--- src/oile_pkg.sv ---
// Shared constants, codes and types for the ordered index list engine.
package oile_pkg;

  // List capacity and entry width
  localparam int DEPTH      = 256;
  localparam int VALUE_BITS = 32;
  localparam int IDX_BITS   = $clog2(DEPTH);

  // Field widths fixed by the port definition
  localparam int OP_BITS  = 3;
  localparam int POS_BITS = 9;
  localparam int ST_BITS  = 2;

  // Operation codes
  localparam logic [OP_BITS-1:0] OP_INSERT    = 3'd0;
  localparam logic [OP_BITS-1:0] OP_DELETE    = 3'd1;
  localparam logic [OP_BITS-1:0] OP_MOVE      = 3'd2;
  localparam logic [OP_BITS-1:0] OP_SWAP      = 3'd3;
  localparam logic [OP_BITS-1:0] OP_READ      = 3'd4;
  localparam logic [OP_BITS-1:0] OP_SEARCH_BK = 3'd5;
  localparam logic [OP_BITS-1:0] OP_SEARCH_NA = 3'd6;

  // Status codes
  localparam logic [ST_BITS-1:0] ST_OK    = 2'd0;
  localparam logic [ST_BITS-1:0] ST_FULL  = 2'd1;
  localparam logic [ST_BITS-1:0] ST_RANGE = 2'd2;

  // Cell commands
  localparam int CMD_BITS = 3;
  localparam logic [CMD_BITS-1:0] CMD_NONE     = 3'd0;
  localparam logic [CMD_BITS-1:0] CMD_SHIFT_UP = 3'd1;
  localparam logic [CMD_BITS-1:0] CMD_SHIFT_DN = 3'd2;
  localparam logic [CMD_BITS-1:0] CMD_SWAP     = 3'd3;
  localparam logic [CMD_BITS-1:0] CMD_COMPARE  = 3'd4;

  // Read tree geometry: one OR stage per group, then one over the groups
  localparam int TREE_FAN    = 16;
  localparam int TREE_GROUPS = (DEPTH + TREE_FAN - 1) / TREE_FAN;

  // Command broadcast to every cell
  typedef struct packed {
    logic [CMD_BITS-1:0]   cmd;
    logic [IDX_BITS-1:0]   lo_b;
    logic [IDX_BITS-1:0]   hi_b;
    logic [VALUE_BITS-1:0] value_a;
    logic [VALUE_BITS-1:0] value_b;
    logic                  not_above;
  } cell_ctrl_t;

endpackage

--- src/oile_cell.sv ---
// One list cell: holds an entry, shifts with its neighbours, compares against a key.
module oile_cell (
  input  logic                           clk,
  input  logic [oile_pkg::IDX_BITS-1:0]  index,
  input  oile_pkg::cell_ctrl_t           ctrl,
  input  logic [oile_pkg::IDX_BITS-1:0]  rd_addr,
  input  logic [oile_pkg::VALUE_BITS-1:0] left_value,
  input  logic [oile_pkg::VALUE_BITS-1:0] right_value,
  output logic [oile_pkg::VALUE_BITS-1:0] value,
  output logic [oile_pkg::VALUE_BITS-1:0] read_word,
  output logic                           pass_bit
);

  logic hit_lo;
  logic hit_hi;
  logic above_lo;
  logic below_hi;

  assign hit_lo   = (index == ctrl.lo_b);
  assign hit_hi   = (index == ctrl.hi_b);
  assign above_lo = (index > ctrl.lo_b);
  assign below_hi = (index < ctrl.hi_b);

  // Entry update
  always_ff @(posedge clk) begin
    case (ctrl.cmd)
      oile_pkg::CMD_SHIFT_UP: begin
        if (hit_lo) begin
          value <= ctrl.value_a;
        end else if (above_lo && (below_hi || hit_hi)) begin
          value <= left_value;
        end
      end
      oile_pkg::CMD_SHIFT_DN: begin
        if (hit_hi) begin
          value <= ctrl.value_a;
        end else if ((above_lo || hit_lo) && below_hi) begin
          value <= right_value;
        end
      end
      oile_pkg::CMD_SWAP: begin
        if (hit_lo) begin
          value <= ctrl.value_a;
        end else if (hit_hi) begin
          value <= ctrl.value_b;
        end
      end
      default: begin
      end
    endcase
  end

  // Search predicate, key carried in value_a
  always_ff @(posedge clk) begin
    if (ctrl.cmd == oile_pkg::CMD_COMPARE) begin
      pass_bit <= ctrl.not_above ? (value <= ctrl.value_a) : (value < ctrl.value_a);
    end
  end

  // Masked entry onto the read tree
  assign read_word = (index == rd_addr) ? value : '0;

endmodule

--- config.mk ---
export PLATFORM = sky130hd
export DESIGN_NAME = oile_cell
export DESIGN_NICKNAME = d
export VERILOG_FILES = /design/src/oile_pkg.sv /design/src/oile_cell.sv
export SDC_FILE = /design/constraint.sdc
export NUM_CORES = 1
export LEC_CHECK = 0
export BUFFER_PORTS_ARGS = -buffer_cell sky130_fd_sc_hd__buf_2
export CAP_MARGIN = 20
export CORE_ASPECT_RATIO = 1.25
export CORE_UTILIZATION = 49
export CTS_BUF_LIST = sky130_fd_sc_hd__clkbuf_16
export DETAILED_ROUTE_END_ITERATION = 12
export PLACE_DENSITY = 0.95
export SETUP_SLACK_MARGIN = 0.02
export SYNTH_ARGS = -nofsm -noshare
export SYNTH_HDL_FRONTEND = slang
export SYNTH_SLANG_ARGS = --single-unit
--- constraint.sdc ---
create_clock -name clk -period 6.8 [get_ports clk]
set_clock_uncertainty 0.05 [all_clocks]
set_input_delay 0 -clock clk [delete_from_list [all_inputs] [get_ports clk]]
set_output_delay 0 -clock clk [all_outputs]
set_load 0.005 [all_outputs]
# Word level (Yosys, flattened, before mapping)
# Cells that the tools add are included.
# classes
muxes	9
eq_ne	10
n_reduce_logical	6
order_cmp	4
# op_table
op	count
$mux 32	7
$pmux 32 s3	1
$le 32x32->1	1
$lt 32x32->1	1
$eq 8x8->1	3
$ne 3x3->1 const B	3
$gt 8x8->1	1
$lt 8x8->1	1
$eq 3x2->1 const B	2
$reduce_and 4->1	1
$eq 3x1->1 const B	1
$eq 3x3->1 const B	1
$reduce_bool 3->1	1
$logic_and 1x1->1	2
$logic_or 1x1->1	2
$mux 1	1
# word_totals
ff_bits	33
wordCells	31
input_bits	165
output_inout_bits	65

# Depth between registers and ports, before layout
# depth
ltp_word	6
ltp_mapped	9
ltp_nobuf	8

# Worst setup path before layout
# Ideal clock, no wire load.
# synth_path
path_type	input -> register
from	in ctrl[78] in the netlist's numbering
to	reg value[0] in the netlist's numbering, enable pin
n_path_buf	1
arrival_ns	1.976
required_time_ns	6.360
setup_slack_ns	4.383
setup_ns	0.390
path_stages	8
cell_sequence	inv_1 -> ha_1 -> nand4_1 -> nor2_1 -> clkbuf_1 -> a21oi_1 -> nor3b_1 -> a41o_1
# synth_between
elab_chain_len	5
elab_cells_between_ends	9
classes_between	1 x order compare; 4 x eq/ne; 4 x reduce/logical
# synth_lines
element	line_no	text
start: declaration	oile_cell.sv:5	input oile_pkg::cell_ctrl_t ctrl,
$gt 8x8->1 / $eq 8x8->1 (equally long branches)	oile_cell.sv:21, oile_cell.sv:19	
$logic_or 1x1->1	oile_cell.sv:37	end else if ((above_lo || hit_lo) && below_hi) begin
$logic_and 1x1->1	oile_cell.sv:37	
$ne 3x3->1 (no line)	-	
$reduce_and 4->1 (no line) *	-	
end signal: assignment	oile_cell.sv:36	value <= ctrl.value_a;
end signal: assignment	oile_cell.sv:38	value <= right_value;
end signal: assignment	oile_cell.sv:43	value <= ctrl.value_a;
end: declaration	oile_cell.sv:9	output logic [oile_pkg::VALUE_BITS-1:0] value,
# Mark *: on every way between the ends. The rest lies on a longest branch, timed or not.
# A chain may end at the register's enable or synchronous reset.

# Worst setup path after layout
# layout_path
from	in index[5] in the netlist's numbering
to	reg value[6] in the netlist's numbering, enable pin
# layout_between
elab_chain_len	5
elab_cells_between_ends	12
classes_between	2 x order compare; 5 x eq/ne; 5 x reduce/logical
# layout_lines
element	line_no	text
start: declaration	oile_cell.sv:4	input logic [oile_pkg::IDX_BITS-1:0] index,
$gt 8x8->1, or another cell as far along	oile_cell.sv:21	assign above_lo = (index > ctrl.lo_b);
$logic_or 1x1->1, on equally long branches	oile_cell.sv:37, oile_cell.sv:30	
$logic_and 1x1->1, on equally long branches	oile_cell.sv:37, oile_cell.sv:30	
$ne 3x3->1 (no line)	-	
$reduce_and 4->1 (no line) *	-	
# Marks and branches as above.

==> metrics.txt <==
cells after synthesis=575; Synth area leader=edfxtp_1; Boundary Pins=230; worst relative slew slack=around 53%; Leakage=~3 nW; Max VDD drop=just under 0.09 mV; final setup fails=0; area of the core=7840 um2; CP Cell Sequence=buf_2, ha_1, nand4_1, or2_2, a21oi_1, nor2_1, o211ai_1, a41o_2; Initial Utilization=between 50% and 60%; CTS H-Tree Depth=2; Netlist cell types=32; Post-CTS Hold Buffers=0; Port Buffers=roughly 230; slowest CP cell=a41o_2; Final GP Congestion=between 0.8 and 0.9; RSZ-0062 raised after global routing=no; Multi-input gate area=2670 um2; final net count=approximately 1000; DRT Pass-1 Iters=4; vias after detailed routing=roughly 4800; DIE AREA=around 8500 um2; post-synthesis sequential area ratio=~25%; Worst Slack Setup Final=around 4.5 ns; Worst-path clk slew=0.05 ns; Tot GR Track Use=29.2%; synthesis-stage register bit count=33; Post-Syn Nets=approximately 790; Critical Path Max Stage Delay=0.69 ns; clk sinks=33; total congestion overflow=0; Worst EP required=about 6.7 ns; Rows=36; crit share post-route=around a third; Synth warnings=0; Detailed Place HPWL=around 9600 um; drt wl/cell=roughly 14 um; Synth top area share=between 20% and 30%; Residual DRC=0; ys async rst share=0%; largest net degree at the start of global routing=67; Area Growth Syn to Fin=34.5%; Crit Path Max Fanout=32; crit path kind=in2reg; Fin Hold WS=0.0713 ns; fill count=684; status=complete, no violations; dpl ws=about 3.9 ns; clk_lat worst skew=~0.27 ns; Post-Route WL=around 12000 um; Fmax=428 MHz; first-pass GRT wire length=19300 um; Fin. Hold Viols=0; PwrDens=around 130 nW/um2; CTS tree=built; Die H=just over 100 um; Post-CTS Setup Bufs=0; Initial DRC Count=between 200 and 250; count leader, synth=nand2_1; fin crit period=between 2 and 2.5 ns; Worst setup EP type=flip-flop; vias in the first global route=4487; Synth area leaders=edfxtp_1, nand2_1, ha_1; CTS resizes=0; TritonCTS buffer count=5; initial antenna violation count=0; Post-synth EDFFs=33; Antenna Nets Post-Route=0; hold crit path type=in2reg; Synth Area per Inst=around 6.9 um2; vias per cell=about 5.4; Die Wd=just over 80 um; setup_tns=0 ns; Netlist Area Pre-Place=3990 um2; CTS root buffer=clkbuf_16; commonest cells in the netlist=nand2_1, a21oi_1, ha_1, inv_1, edfxtp_1; fraction of layout instances using a drive strength above 1=a little under a third; ANT cells=0; pins over their slew limit=0; max cap viols=0; worst slew pin tran=roughly 0.71 ns; Main synth FF type=edfxtp_1; Startpoint Class=primary input; sequential cell area=991 um2; CTS max path bufs=2; WP data arrival=about 2.2 ns
-- worst max-delay path: cells and delay by family --
family,cells,cell delay [ns]
AO/OA/AOI/OAI,3,0.97
AND/OR/NAND/NOR,3,0.76
adder cells (fa/ha/maj),1,0.31
buffers and inverters,1,0.12
-- power breakdown --
group,internal [mW],switching (mW)
Combinational,0.100,0.101
Clock,0.170,0.0761
Sequential,0.243,0.0107
-- layout make-up --
cell class                 instances  share of cell area [%]
multi-input combinational        464                    49.7
timing repair buffer             237                    23.2
sequential                        33                    18.5
inverter                          48                    3.36
clock buffer                       5                    2.33
tap                               95                    2.21
clock inverter                     3                   0.699
-- per-stage QoR --
step	total power [mW]	utilization [%]	cells	cell area [um2]
after floorplan	0.358	-	575	3990
after global routing	0.741	68.5	885	5370
after global placement	0.449	65.6	874	5140
after CTS	0.701	67.7	882	5310
after detailed placement	0.456	65.6	874	5140
final	0.701	68.5	885	5370
-- flip-flops by register name, summed over array words and instances (netlist names) --
register	flops
value	32
pass_bit	1
-- cells by family (layout without fill, tap and decap cells) --
group / count (synthesis) / count (layout) / synth area share [%]
and+or+nand+nor: 270 / 270 / 31.5
adders and majority gates: 48 / 48 / 15.0
buffers and inverters: 78 / 293 / 8.55
xor gates and xnor gates: 8 / 8 / 1.76
AOI/OAI and AO/OA: 138 / 138 / 18.4
DFF: 33 / 33 / 24.8
-- final timing paths --
path,to,startpoint,slack (ns),cells past startpoint
worst max-delay path,value[6],index[5],4.47,8
worst min-delay path,pass_bit,ctrl[83],0.07,2
worst max register to register,pass_bit,value[7],4.49,7
worst min register to register,pass_bit,value[31],1.00,4
-- routing by layer --
layer / track usage (%) / vias up / wire (um) / part of all wire [%]
met4: 16.0 / 0 / 355 / 2.9
met3: 6.28 / 35 / 872 / 7.1
met1: 30.6 / 2165 / 4640 / 38
met2: 53.0 / 228 / 6420 / 52
li1: - / 2390 / - / -
met5: 0 / - / 0 / 0
-- cells in the final DEF, fill, tap and decap left out, types with 2 or more instances in the layout --
cell	Yosys	layout
nor2_2	0	3
o21ai_0	9	9
edfxtp_1	33	33
and4_1	2	2
o211ai_1	3	3
a21oi_1	115	115
and2_1	32	32
buf_2	9	229
or3_1	32	32
inv_1	48	49
xnor2_1	8	8
a21o_1	5	5
ha_1	48	48
clkbuf_16	0	5
nand3_1	3	3
nor2b_1	6	5
buf_4	0	5
nor2_1	7	4
nor3_1	2	2
nand2b_1	3	3
nand2_1	166	166
nand4_1	12	12
No activity file was read; power rests on OpenSTA's default activity.
